===== src/rtl/core/pclip_pkg.sv =====
// shared types and constants for the polyline level clipper
package pclip_pkg;
	localparam int unsigned CoordWidth = 32;
	localparam int unsigned DivSteps = CoordWidth;

	typedef logic signed [CoordWidth-1:0] coord_t;

	typedef enum logic [1:0] {
		KIND_VERTEX = 2'd0,
		KIND_CROSS  = 2'd1,
		KIND_GAP    = 2'd2,
		KIND_END    = 2'd3
	} kind_t;

	typedef enum logic [2:0] {
		ST_IDLE,
		ST_DIV,
		ST_EMIT,
		ST_WAIT
	} state_t;

	// datapath status toward the controller
	typedef struct packed {
		logic crossing;
		logic below;
		logic div_done;
	} dp_status_t;

	// controller commands toward the datapath
	typedef struct packed {
		logic latch_in;
		logic div_start;
	} dp_cmd_t;
endpackage


===== src/rtl/core/pclip_if.sv =====
// valid/ready channel interfaces for vertices and results
interface pclip_in_if;
	import pclip_pkg::*;
	logic valid;
	logic ready;
	coord_t vertex_y;
	coord_t vertex_z;
	logic is_final;
	modport source (output valid, vertex_y, vertex_z, is_final, input ready);
	modport sink (input valid, vertex_y, vertex_z, is_final, output ready);
endinterface

interface pclip_out_if;
	import pclip_pkg::*;
	logic valid;
	logic ready;
	logic [1:0] item_kind;
	coord_t out_y;
	coord_t out_z;
	logic run_last;
	logic array_end;
	modport source (output valid, item_kind, out_y, out_z, run_last, array_end,
		input ready);
	modport sink (input valid, item_kind, out_y, out_z, run_last, array_end,
		output ready);
endinterface


===== src/rtl/core/pclip_datapath.sv =====
// vertex registers, crossing test and serial restoring divider
module pclip_datapath (
	input  logic                     clk,
	input  logic                     arst_n,
	input  pclip_pkg::dp_cmd_t       cmd,
	input  pclip_pkg::coord_t        clip_level,
	input  pclip_pkg::coord_t        in_y,
	input  pclip_pkg::coord_t        in_z,
	input  logic                     have_prev,
	output pclip_pkg::dp_status_t    status,
	output pclip_pkg::coord_t        cur_y,
	output pclip_pkg::coord_t        cur_z,
	output pclip_pkg::coord_t        cross_z
);
	import pclip_pkg::*;

	localparam int unsigned W = CoordWidth;

	coord_t prev_y_q, prev_z_q, cur_y_q, cur_z_q;
	logic [W-1:0] prod_q;
	logic [W-1:0] dvsr_q, quo_q, rem_q;
	logic [$clog2(DivSteps+1)-1:0] cnt_q;
	logic busy_q, done_q, zup_q;

	logic [W-1:0] a_abs, d_abs, dz_abs;
	logic [2*W-1:0] mul;
	logic [W:0] rem_sh;
	logic [W:0] rem_sub;
	logic zup;

	// signed compares of the stored vertex against the level
	assign status.below = (cur_y_q <= clip_level);
	assign status.crossing = have_prev &&
		(((prev_y_q < clip_level) && (clip_level < cur_y_q)) ||
		 ((clip_level < prev_y_q) && (cur_y_q < clip_level)));
	assign status.div_done = done_q;

	// operand magnitudes
	assign a_abs = (clip_level > prev_y_q) ? W'(clip_level - prev_y_q) :
		W'(prev_y_q - clip_level);
	assign d_abs = (cur_y_q > prev_y_q) ? W'(cur_y_q - prev_y_q) :
		W'(prev_y_q - cur_y_q);
	assign zup = (cur_z_q >= prev_z_q);
	assign dz_abs = zup ? W'(cur_z_q - prev_z_q) : W'(prev_z_q - cur_z_q);
	assign mul = (2*W)'(a_abs) * (2*W)'(dz_abs);

	// one restoring step per cycle
	assign rem_sh = {rem_q, prod_q[W-1]};
	assign rem_sub = rem_sh - {1'b0, dvsr_q};

	assign cross_z = zup_q ? coord_t'(prev_z_q + quo_q) : coord_t'(prev_z_q - quo_q);
	assign cur_y = cur_y_q;
	assign cur_z = cur_z_q;

	// vertex registers
	always_ff @(posedge clk or negedge arst_n) begin
		if (!arst_n) begin
			prev_y_q <= '0;
			prev_z_q <= '0;
			cur_y_q <= '0;
			cur_z_q <= '0;
		end else if (cmd.latch_in) begin
			prev_y_q <= cur_y_q;
			prev_z_q <= cur_z_q;
			cur_y_q <= in_y;
			cur_z_q <= in_z;
		end
	end

	// divider control
	always_ff @(posedge clk or negedge arst_n) begin
		if (!arst_n) begin
			busy_q <= 1'b0;
			done_q <= 1'b0;
			cnt_q <= '0;
		end else begin
			done_q <= 1'b0;
			if (cmd.div_start) begin
				busy_q <= 1'b1;
				cnt_q <= '0;
			end else if (busy_q) begin
				cnt_q <= cnt_q + 1'b1;
				if (cnt_q == ($bits(cnt_q))'(DivSteps-1)) begin
					busy_q <= 1'b0;
					done_q <= 1'b1;
				end
			end
		end
	end

	// divider datapath; a < d keeps the upper product half below the divisor,
	// so it seeds the remainder and only the lower half is shifted in
	always_ff @(posedge clk) begin
		if (cmd.div_start) begin
			prod_q <= mul[W-1:0];
			dvsr_q <= d_abs;
			rem_q <= mul[2*W-1:W];
			quo_q <= '0;
			zup_q <= zup;
		end else if (busy_q) begin
			prod_q <= {prod_q[W-2:0], 1'b0};
			if (!rem_sub[W]) begin
				rem_q <= rem_sub[W-1:0];
				quo_q <= {quo_q[W-2:0], 1'b1};
			end else begin
				rem_q <= rem_sh[W-1:0];
				quo_q <= {quo_q[W-2:0], 1'b0};
			end
		end
	end
endmodule


===== src/rtl/core/pclip_ctrl.sv =====
// controller: sequences crossing, gap, vertex and end results
module pclip_ctrl (
	input  logic                  clk,
	input  logic                  arst_n,
	pclip_in_if.sink              vin,
	pclip_out_if.source           vout,
	input  pclip_pkg::dp_status_t status,
	input  pclip_pkg::coord_t     clip_level,
	input  pclip_pkg::coord_t     cur_y,
	input  pclip_pkg::coord_t     cur_z,
	input  pclip_pkg::coord_t     cross_z,
	output pclip_pkg::dp_cmd_t    cmd,
	output logic                  have_prev
);
	import pclip_pkg::*;

	state_t state_q, state_d;
	logic have_prev_q, lwp_q, gap_q, fin_q;
	logic cross_q, vert_q, end_q;
	logic [1:0] kind_q;
	coord_t oy_q, oz_q;
	logic last_q, aend_q, ovalid_q;

	// next item selection from the pending flags
	logic emit_gap, emit_cross, emit_vert, emit_end, more;
	logic [1:0] e_kind;
	coord_t e_y, e_z;
	logic load_out;

	assign have_prev = have_prev_q;
	assign vin.ready = (state_q == ST_IDLE);
	assign vout.valid = ovalid_q;
	assign vout.item_kind = kind_q;
	assign vout.out_y = oy_q;
	assign vout.out_z = oz_q;
	assign vout.run_last = last_q;
	assign vout.array_end = aend_q;

	// output register takes a new result
	assign load_out = (state_q == ST_EMIT) && (!ovalid_q || vout.ready) &&
		(cross_q || vert_q || end_q);

	always_comb begin
		emit_gap = gap_q && (cross_q || vert_q);
		emit_cross = !emit_gap && cross_q;
		emit_vert = !emit_gap && !cross_q && vert_q;
		emit_end = !emit_gap && !cross_q && !vert_q && end_q;
		e_kind = KIND_GAP;
		e_y = '0;
		e_z = '0;
		if (emit_cross) begin
			e_kind = KIND_CROSS;
			e_y = clip_level;
			e_z = cross_z;
		end else if (emit_vert) begin
			e_kind = KIND_VERTEX;
			e_y = cur_y;
			e_z = cur_z;
		end else if (emit_end) begin
			e_kind = KIND_END;
		end
		more = emit_gap || (emit_cross && vert_q);
	end

	// next state and commands
	always_comb begin
		state_d = state_q;
		cmd = '0;
		case (state_q)
			ST_IDLE: begin
				if (vin.valid) begin
					cmd.latch_in = 1'b1;
					state_d = ST_WAIT;
				end
			end
			ST_WAIT: begin
				if (status.crossing) begin
					cmd.div_start = 1'b1;
					state_d = ST_DIV;
				end else begin
					state_d = ST_EMIT;
				end
			end
			ST_DIV: begin
				if (status.div_done) state_d = ST_EMIT;
			end
			ST_EMIT: begin
				if (!ovalid_q || vout.ready) begin
					if (!(cross_q || vert_q || end_q)) state_d = ST_IDLE;
				end
			end
			default: state_d = ST_IDLE;
		endcase
	end

	always_ff @(posedge clk or negedge arst_n) begin
		if (!arst_n) state_q <= ST_IDLE;
		else state_q <= state_d;
	end

	// flags and output register
	always_ff @(posedge clk or negedge arst_n) begin
		if (!arst_n) begin
			have_prev_q <= 1'b0;
			lwp_q <= 1'b0;
			gap_q <= 1'b0;
			fin_q <= 1'b0;
			cross_q <= 1'b0;
			vert_q <= 1'b0;
			end_q <= 1'b0;
			ovalid_q <= 1'b0;
			kind_q <= '0;
			oy_q <= '0;
			oz_q <= '0;
			last_q <= 1'b0;
			aend_q <= 1'b0;
		end else begin
			if (load_out) ovalid_q <= 1'b1;
			else if (vout.ready) ovalid_q <= 1'b0;
			if (state_q == ST_IDLE && vin.valid) fin_q <= vin.is_final;
			if (state_q == ST_WAIT) begin
				cross_q <= status.crossing;
				vert_q <= status.below;
				end_q <= fin_q && !status.crossing && !status.below;
			end
			if (state_q == ST_EMIT && (!ovalid_q || vout.ready)) begin
				if (cross_q || vert_q || end_q) begin
					kind_q <= e_kind;
					oy_q <= e_y;
					oz_q <= e_z;
					last_q <= !more;
					aend_q <= !more && fin_q;
					if (emit_gap) gap_q <= 1'b0;
					if (emit_cross) begin
						cross_q <= 1'b0;
						lwp_q <= 1'b1;
					end
					if (emit_vert) begin
						vert_q <= 1'b0;
						lwp_q <= 1'b1;
					end
					if (emit_end) end_q <= 1'b0;
				end else begin
					// step done: update run state
					if (fin_q) begin
						have_prev_q <= 1'b0;
						lwp_q <= 1'b0;
						gap_q <= 1'b0;
					end else begin
						have_prev_q <= 1'b1;
						if (have_prev_q && lwp_q && !(cur_y <= clip_level)) begin
							gap_q <= 1'b1;
							lwp_q <= 1'b0;
						end
					end
				end
			end
		end
	end
endmodule


===== src/rtl/core/polyline_clip_below_level_core.sv =====
// top level of the polyline clipper at a horizontal level
//  channel | dir | payload
//  vin     | in  | vertex_y, vertex_z, is_final
//  vout    | out | item_kind, out_y, out_z, run_last, array_end
//  cfg     | in  | cfg_we, cfg_wdata -> clip_level
// one vertex at a time: IDLE, WAIT, then EMIT until the results are out, with
// ST_DIV for the serial restoring divider after WAIT when a segment crosses
// the level (at most a crossing, a gap and a vertex per vertex).
// arst_n clears control state and clip_level; stalls on vout hold results.
module polyline_clip_below_level_core (
	input  logic              clk,
	input  logic              arst_n,
	input  logic              cfg_we,
	input  pclip_pkg::coord_t cfg_wdata,
	pclip_in_if.sink          vin,
	pclip_out_if.source       vout
);
	import pclip_pkg::*;

	coord_t level_q, cur_y, cur_z, cross_z;
	dp_cmd_t cmd;
	dp_status_t status;
	logic have_prev;

	// level register
	always_ff @(posedge clk or negedge arst_n) begin
		if (!arst_n) level_q <= '0;
		else if (cfg_we) level_q <= cfg_wdata;
	end

	pclip_ctrl u_ctrl (
		.clk(clk), .arst_n(arst_n), .vin(vin), .vout(vout), .status(status),
		.clip_level(level_q), .cur_y(cur_y), .cur_z(cur_z), .cross_z(cross_z),
		.cmd(cmd), .have_prev(have_prev)
	);

	pclip_datapath u_dp (
		.clk(clk), .arst_n(arst_n), .cmd(cmd), .clip_level(level_q),
		.in_y(vin.vertex_y), .in_z(vin.vertex_z), .have_prev(have_prev),
		.status(status), .cur_y(cur_y), .cur_z(cur_z), .cross_z(cross_z)
	);
endmodule


===== src/flat_wrapper.sv =====
// flat-port wrapper written by rule: the top's interface ports become plain ports
module polyline_clip_below_level_core_flat import pclip_pkg::*;
  (clk, arst_n, cfg_we, cfg_wdata, vin_valid, vin_vertex_y, vin_vertex_z, vin_is_final, vin_ready, vout_valid, vout_item_kind, vout_out_y, vout_out_z, vout_run_last, vout_array_end, vout_ready);
  pclip_in_if vin_i ();
  pclip_out_if vout_i ();
  input  logic clk;
  input  logic arst_n;
  input  logic cfg_we;
  input  pclip_pkg::coord_t cfg_wdata;
  input wire logic [$bits(vin_i.valid)-1:0] vin_valid;
  input wire logic [$bits(vin_i.vertex_y)-1:0] vin_vertex_y;
  input wire logic [$bits(vin_i.vertex_z)-1:0] vin_vertex_z;
  input wire logic [$bits(vin_i.is_final)-1:0] vin_is_final;
  output wire logic [$bits(vin_i.ready)-1:0] vin_ready;
  output wire logic [$bits(vout_i.valid)-1:0] vout_valid;
  output wire logic [$bits(vout_i.item_kind)-1:0] vout_item_kind;
  output wire logic [$bits(vout_i.out_y)-1:0] vout_out_y;
  output wire logic [$bits(vout_i.out_z)-1:0] vout_out_z;
  output wire logic [$bits(vout_i.run_last)-1:0] vout_run_last;
  output wire logic [$bits(vout_i.array_end)-1:0] vout_array_end;
  input wire logic [$bits(vout_i.ready)-1:0] vout_ready;
  assign vin_i.valid = vin_valid;
  assign vin_i.vertex_y = vin_vertex_y;
  assign vin_i.vertex_z = vin_vertex_z;
  assign vin_i.is_final = vin_is_final;
  assign vin_ready = vin_i.ready;
  assign vout_valid = vout_i.valid;
  assign vout_item_kind = vout_i.item_kind;
  assign vout_out_y = vout_i.out_y;
  assign vout_out_z = vout_i.out_z;
  assign vout_run_last = vout_i.run_last;
  assign vout_array_end = vout_i.array_end;
  assign vout_i.ready = vout_ready;
  polyline_clip_below_level_core u_core (.clk(clk), .arst_n(arst_n), .cfg_we(cfg_we), .cfg_wdata(cfg_wdata), .vin(vin_i), .vout(vout_i));
endmodule

===== config.mk =====
export PLATFORM = sky130hd
export DESIGN_NAME = polyline_clip_below_level_core_flat
export DESIGN_NICKNAME = d
export VERILOG_FILES = /design/src/rtl/core/pclip_pkg.sv /design/src/rtl/core/pclip_if.sv /design/src/rtl/core/pclip_datapath.sv /design/src/rtl/core/pclip_ctrl.sv /design/src/rtl/core/polyline_clip_below_level_core.sv /design/src/flat_wrapper.sv
export SDC_FILE = /design/constraint.sdc
export NUM_CORES = 2
export LEC_CHECK = 0
export BUFFER_PORTS_ARGS = -buffer_cell sky130_fd_sc_hd__buf_2
export CORE_ASPECT_RATIO = 0.6
export CORE_UTILIZATION = 49
export CTS_BUF_LIST = sky130_fd_sc_hd__clkbuf_8 sky130_fd_sc_hd__clkbuf_16
export CTS_CLUSTER_SIZE = 20
export DETAILED_ROUTE_END_ITERATION = 7
export GPL_TIMING_DRIVEN = 0
export HOLD_SLACK_MARGIN = 0.15
export PLACE_DENSITY = 0.7
export SKIP_CTS_REPAIR_TIMING = 1
export SYNTH_ARGS = -nofsm -noshare
export SYNTH_HDL_FRONTEND = slang
export SYNTH_HIERARCHICAL = 1
export SYNTH_SLANG_ARGS = --single-unit

===== constraint.sdc =====
create_clock -name clk -period 20.2 [get_ports clk]
set_clock_uncertainty 0.2 [all_clocks]
set_input_delay 6.06 -clock clk [delete_from_list [all_inputs] [get_ports clk]]
set_output_delay 6.06 -clock clk [all_outputs]
set_load 0.005 [all_outputs]

## Word level (Yosys, flattened, before mapping)

Index checks and enable logic that the tools add are counted.

| storage, ports and cells | value |
|---|---|
| RAM bits | 0 |
| input port bits | 102 |
| output and inout bits | 70 |
| memories | 0 |
| latch bits | 0 |
| logic and storage cells | 155 |
| memory bits (read-only) | 0 |
| flip-flop bits (word level) | 376 |

| operators by class | value |
|---|---|
| eq/ne operators | 10 |
| shift-type cells | 0 |
| magnitude comparators | 8 |
| bitwise logic cells | 1 |
| multiplexer cells | 59 |
| add/sub/neg operators | 10 |
| div/mod/pow operators | 0 |
| reductions and logical operators | 39 |
| multipliers | 1 |

Operator list:

| kind | count |
|---|---|
| two-way mux 32 bit | 13 |
| subtractor 32 bit | 7 |
| less-than comparator 32 bit | 4 |
| greater-than comparator 32 bit | 2 |
| multiplier 32 x 32 -> 64 bit | 1 |
| two-way mux 1 bit | 36 |
| subtractor 33 x 32 -> 33 bit | 1 |
| adder 32 bit | 1 |
| >= comparator 32 bit | 1 |
| <= comparator 32 bit | 1 |
| logical AND 1 bit | 18 |
| two-way mux 3 bit | 4 |
| two-way mux 6 bit | 2 |
| one-hot mux 3 bit (4 select lines) | 1 |
| != test 2 bit (second input constant) | 4 |
| zero test 1 bit | 7 |
| adder 6 x 1 -> 6 bit (second input constant) | 1 |
| equality test 3 x 2 -> 1 bit (second input constant) | 2 |
| equality test 6 x 5 -> 1 bit (second input constant) | 1 |
| two-way mux 2 bit | 3 |
| AND reduction 3 bit | 2 |
| logical OR 1 bit | 5 |
| AND reduction 2 bit | 2 |
| AND reduction 4 bit | 1 |
| other kinds (7) | 8 |

## Depth between registers and ports, before layout

| depth | value |
|---|---|
| word-level depth | 11 |
| gate-level depth with buffers | 47 |
| mapped depth without buffers | 43 |

## Hierarchy

Netlist, hierarchy kept.

Modules (own cells, without submodules):

| module | cells an instance | area an instance (µm²) | sequential area each (µm²) | times used |
|---|---|---|---|---|
| pclip_datapath | 6595 | 56959.6 | 6956.7 | 1 |
| pclip_ctrl | 398 | 4051.4 | 1951.9 | 1 |
| polyline_clip_below_level_core | 68 | 1345.0 | 800.8 | 1 |

## Worst setup path before layout

Ideal clock, no wire load.

| path | value |
|---|---|
| path kind | register to register |
| from | register u_core.u_dp.cur_z_q[0] (netlist: u_core/u_dp/cur_z[0]) |
| to | register u_core.u_dp.rem_q[30] (data pin) |
| required time | 19740 ps |
| library setup time | 260 ps |
| slack | 9616 ps |
| clock period less this slack | 10584 ps |
| buffers on the path | 4 |
| arrival | 10124 ps |
| stages on the path, launching flop included | 45 |
| cell sequence | dfrtp_1 inv_1 ha_1 inv_1 fa_1 a211oi_1 o21a_1 o21ai_1 a21oi_2 o211ai_1 a31o_2 buf_6 buf_2 buf_2 mux2i_1 xor2_1 buf_2 nand2_1 [... 9 more ...] inv_1 fa_1 fa_1 inv_1 fa_1 inv_1 ha_1 a21o_1 a21o_1 a21o_1 a211oi_1 o211ai_1 o21ai_0 o21ai_0 a221oi_1 o21ai_0 xnor2_1 mux2_2 |

| between the ends | value |
|---|---|
| word-level cells in the longest chain between the ends | 4 |
| elaborated cells on any way between the ends | 6 |
| those cells by class | add/sub (2); mul (1); order compare (1); mux (2) |

Ends and longest elaborated chain:

| what | RTL line | text |
|---|---|---|
| from (decl) | pclip_datapath.sv:19 | `coord_t prev_y_q, prev_z_q, cur_y_q, cur_z_q;` |
| from (signal assigned) | pclip_datapath.sv:66 | `cur_z_q <= in_z;` |
| >= comparator 32 bit | pclip_datapath.sv:43 | `assign zup = (cur_z_q >= prev_z_q);` |
| via u_core.u_dp.zup | pclip_datapath.sv:29 | `logic zup;` |
| two-way mux 32 bit | pclip_datapath.sv:44 | `assign dz_abs = zup ? W'(cur_z_q - prev_z_q) : W'(prev_z_q - cur_z_q);` |
| multiplier 32 x 32 -> 64 bit | pclip_datapath.sv:45 | `assign mul = (2*W)'(a_abs) * (2*W)'(dz_abs);` |
| two-way mux 32 bit | pclip_datapath.sv:94 | `if (cmd.div_start) begin` |
| to (signal assigned) | pclip_datapath.sv:97 | `rem_q <= mul[2*W-1:W];` |
| to (signal assigned) | pclip_datapath.sv:103 | `rem_q <= rem_sub[W-1:0];` |
| to (signal assigned) | pclip_datapath.sv:106 | `rem_q <= rem_sh[W-1:0];` |
| to (decl) | pclip_datapath.sv:21 | `logic [W-1:0] dvsr_q, quo_q, rem_q;` |

The timed path passes the listed nets, and every way through them passes these cells.
A chain may end at the register's enable or synchronous reset.

## Worst setup path after layout

| path | value |
|---|---|
| from | register u_core.level_q[30] |
| to | register u_core.u_dp.rem_q[30] (data pin) |

| between the ends | value |
|---|---|
| word-level cells in the longest chain between the ends | 7 |
| elaborated cells on any way between the ends | 16 |
| those cells by class | add/sub (2); mul (1); order compare (5); mux (4); reduce/logical (4) |

Ends and longest elaborated chain:

| what | RTL line | text |
|---|---|---|
| from (decl) | polyline_clip_below_level_core.sv:20 | `coord_t level_q, cur_y, cur_z, cross_z;` |
| from (signal assigned) | polyline_clip_below_level_core.sv:28 | `else if (cfg_we) level_q <= cfg_wdata;` |
| branches (longest 6 deep; another with multiplier 32 x 32 -> 64 bit) | -- |  |
| two-way mux 32 bit (*) | pclip_datapath.sv:94 |  |

Every way passes the cells marked *.

==> impl_metrics.csv <==
group,metric,value,unit
outcome,status,"finished with violations",
outcome,violations,"max-capacitance violations, max-slew violations",
sta,maxSlewViolCount,55,
setup_path,path_common_cell,"fa_1",
place,port_buffers,170,
power,p_per_area,36.7,nW/um^2
place,dpl_cell_area,65700,um^2
drt,drt_iter0_markers,7506,
grt,grt_pass1_vias,52800,
sta,fin_setup_tns,0,ns
drt,vias_per_cell,6.05,
cts,cts_buffers,41,
cts,cts_tree,"built",
synthesis,yosys_most_used_dff,"dfrtp_1",
setup_path,worstSetupPathType,"register to register",
sta,rsz0062_at_grt,"no",
synthesis,yosysUniqueCellTypes,110,
drt,wl,262000,um
drt,route.detailed.drc,0,
setup_path,worstPathMaxFanout,10,
floorplanning,die_w,463,um
floorplanning,ioPinCount,172,
drt,ant_nets,0,
sta,slew-limit-headroom,-0.137,
setup_path,cpPeakStageDelay,1.08,ns
place,post-place-ws,5.88,ns
setup_path,startpoint_type,"register",
synthesis,yosys_register_bits,375,
setup_path,cp.buffers_inverters,10,
cts,root_buffer,"clkbuf_16",
drt,vias,54600,
place,post-dp-hpwl,222000,um
synthesis,syn_nets,8649,
sta,setup_ws,4.96,ns
layout,stdcell_area,67100,um^2
drt,drtPass1Iterations,8,
power,seqPwrFrac,0.323,
grt,overflow,0,
setup_path,r2r_start,"u_core/level_q[30]$_DFFE_PN0P_",
grt,grtUsageMet2,0.487,
setup_path,cp-end-kind,"register",
synthesis,ys_warn_count,6,
cts,htreeDepth,2,
floorplanning,design.core.area,125000,um^2
cts,clk_pin_slew,0.06,ns
sta,tightest_slew,1.69,ns
drt,wl_per_cell,29.1,um
layout,areaGrowthSynthToFinish,7.66,%
power,p_leak,0.0340,uW
grt,use_met3,0.243,
sta,hold_viol,0,
cts,cts_sinks,375,
synthesis,synth-async-reset-ratio,0.656,
synthesis,synth_edf_count,97,
floorplanning,die-height,278,um
sta,fin_crit,15.24,ns
sta,timing.final.crit_share,0.755,
worst_hold_path,hp-class,"register to register",
power,p_comb_frac,0.349,
grt,grt_pass1_wl,376000,um
grt,track_usage,0.406,
synthesis,syn_area,62400,um^2
setup_path,crit_arrival,15.39,ns
grt,antenna_found_initial,9,
synthesis,syn_inst,7061,
flow_run,maxCapViolCount,7,
setup_path,worst_ep_required_time,20.35,ns
power,switching_power,1010,uW
layout,fillCellCount,11700,
place,gp_congestion,1.18,
grt,grt_max_degree,115,
power,power_frac_clock,0.328,
sta,report.final.setup_viol,0,
floorplanning,rows,100,
setup_path,crit_path_top_delay_cell,"fa_1",
worst_hold_path,hold_start,"u_core/u_ctrl/vout.run_last$_DFFE_PN0P_",
cts,clock_latency,0.63,ns
layout,layout-drive-gt1-share,0.0835,
synthesis,avgSynthCellArea,8.83,um^2
setup_path,cp_top_family,"adder cells",
floorplanning,dieArea,129000,um^2
floorplanning,start_util,0.498,
power,sw_frac_of_total,0.411,
layout,final_nets,8879,
grt,busiest_layer,"met1",
cts,clk_path_buf_depth,3,
power,ir_worst_vdd,0.0551,mV
power,power.total,2460,uW
synthesis,ys_seq_area_frac,0.156,
sta,fmax,65.6,MHz
grt,met1_usage,0.601,
power,p_int,1450,uW
setup_path,crit_path_start,"u_core/level_q[30]$_DFFE_PN0P_",
==> path summary, 6_finish.rpt <==
path,end,slack [ns],cells after the start
min in group asynchronous,u_core/u_dp/cur_z[6]$_DFFE_PN0P_,5.12,1
min reg2reg,u_core/u_ctrl/vout.run_last$_DFFE_PN0P_,0.29,1
max in group asynchronous,u_core/u_ctrl/vout.out_y[2]$_DFFE_PN0P_,13.27,3
max,u_core/u_dp/rem_q[30]$_DFFE_PP_,4.96,39
max reg2reg,u_core/u_dp/rem_q[30]$_DFFE_PP_,4.96,39
min,u_core/u_ctrl/vout.run_last$_DFFE_PN0P_,0.29,1
==> metrics by stage <==
step,std cells,hold WS (ns),util
after floorplan,7061,0.258,-
after global placement,8914,0.256,0.522
after detailed placement,8930,0.276,0.525
after CTS,9003,0.291,0.536
after global routing,9008,0.314,0.536
final,9014,0.291,0.537
==> cells in the final DEF, fill, tap and decap left out, types with 25 or more instances in the layout <==
| master | count |
|---|---|
| dfxtp_1 | 32 |
| o21a_1 | 39 |
| ha_1 | 582 |
| clkbuf_1 | 168 |
| xor2_1 | 106 |
| a31oi_1 | 36 |
| a21oi_1 | 332 |
| edfxtp_1 | 97 |
| nor2_1 | 750 |
| and2_1 | 25 |
| a21o_1 | 162 |
| clkbuf_16 | 42 |
| mux2_2 | 38 |
| buf_2 | 309 |
| fa_1 | 904 |
| dfrtp_1 | 246 |
| o21ai_0 | 304 |
| a222oi_1 | 64 |
| mux2i_1 | 87 |
| inv_1 | 1251 |
| o21bai_1 | 44 |
| nand2_1 | 704 |
| nor2b_1 | 53 |
| nand2b_1 | 110 |
| nor3_1 | 50 |
| mux2_4 | 30 |
| a211oi_1 | 42 |
| o211ai_1 | 27 |
| nand3_1 | 45 |
| nand4_1 | 64 |
| xnor2_1 | 145 |
==> synth_stat cells (39+ instances only) <==
cell / number / area share
o21ai_0: 304 / 0.024
nand4_1: 64 / 0.0064
o21a_1: 39 / 0.0047
xor2_1: 112 / 0.016
mux2i_1: 88 / 0.014
buf_2: 140 / 0.011
fa_1: 904 / 0.29
edfxtp_1: 97 / 0.047
nand3_1: 45 / 0.0036
nor3_1: 50 / 0.0040
ha_1: 582 / 0.12
a21o_1: 162 / 0.020
nand2_1: 704 / 0.042
inv_1: 1247 / 0.075
nor2_1: 750 / 0.045
nor2b_1: 53 / 0.0053
a21oi_1: 332 / 0.027
a211oi_1: 42 / 0.0051
xnor2_1: 157 / 0.022
o21bai_1: 44 / 0.0053
nand2b_1: 110 / 0.011
a222oi_1: 64 / 0.010
clkbuf_1: 169 / 0.010
dfrtp_1: 246 / 0.099
==> layer usage <==
metal | vias to the layer above | part of all wire
li1 | 23100 | -
met5 | - | 0.0034
met4 | 16 | 0.023
met1 | 27300 | 0.44
met3 | 365 | 0.19
met2 | 3864 | 0.35
==> area by class of cell <==
type	instances	area, um^2	area share
multi-input cells	5080	46400	0.691
flip-flops and latches	375	9710	0.145
inverters	1248	4680	0.0698
well taps	1683	2110	0.0314
plain buffers	358	1710	0.0255
repair buffers	187	1120	0.0168
clock buffers	45	1090	0.0163
clock inverters	28	288	0.00429
diodes	10	25.0	0.000373
==> cells by family after synthesis <==
group           synth area share
simple gates               0.133
compound gates             0.129
buf+inv                    0.103
xor+xnor                  0.0438
fa+ha+maj                  0.407
mux                       0.0282
flops                      0.156
==> power groups by stage <==
| stage | registers (uW) | clock network [uW] | logic (uW) |
|---|---|---|---|
| final | 794 | 807 | 859 |
| after global routing | 794 | 847 | 860 |
| after CTS | 794 | 819 | 790 |
| after detailed placement | 809 | 0 | 783 |
| after global placement | 809 | 0 | 768 |
| after floorplan | 802 | 0 | 404 |
==> registers in the layout, indices dropped and copies added (netlist names), 2 cells and up <==
name / flops
u_core/level_q: 32
u_core/u_ctrl/vout.out_z: 32
u_core/u_dp/prev_z_q: 32
u_core/u_ctrl/vout.item_kind: 2
u_core/u_dp/cur_y: 32
u_core/u_dp/prev_y_q: 32
u_core/u_dp/cur_z: 32
u_core/u_dp/dvsr_q: 32
u_core/u_dp/cnt_q: 6
u_core/u_dp/rem_q: 32
u_core/u_ctrl/vout.out_y: 32
u_core/u_dp/prod_q: 32
u_core/u_dp/quo_q: 32
u_core/u_ctrl/state_q: 2
No activity file was read; power rests on OpenSTA's default activity.
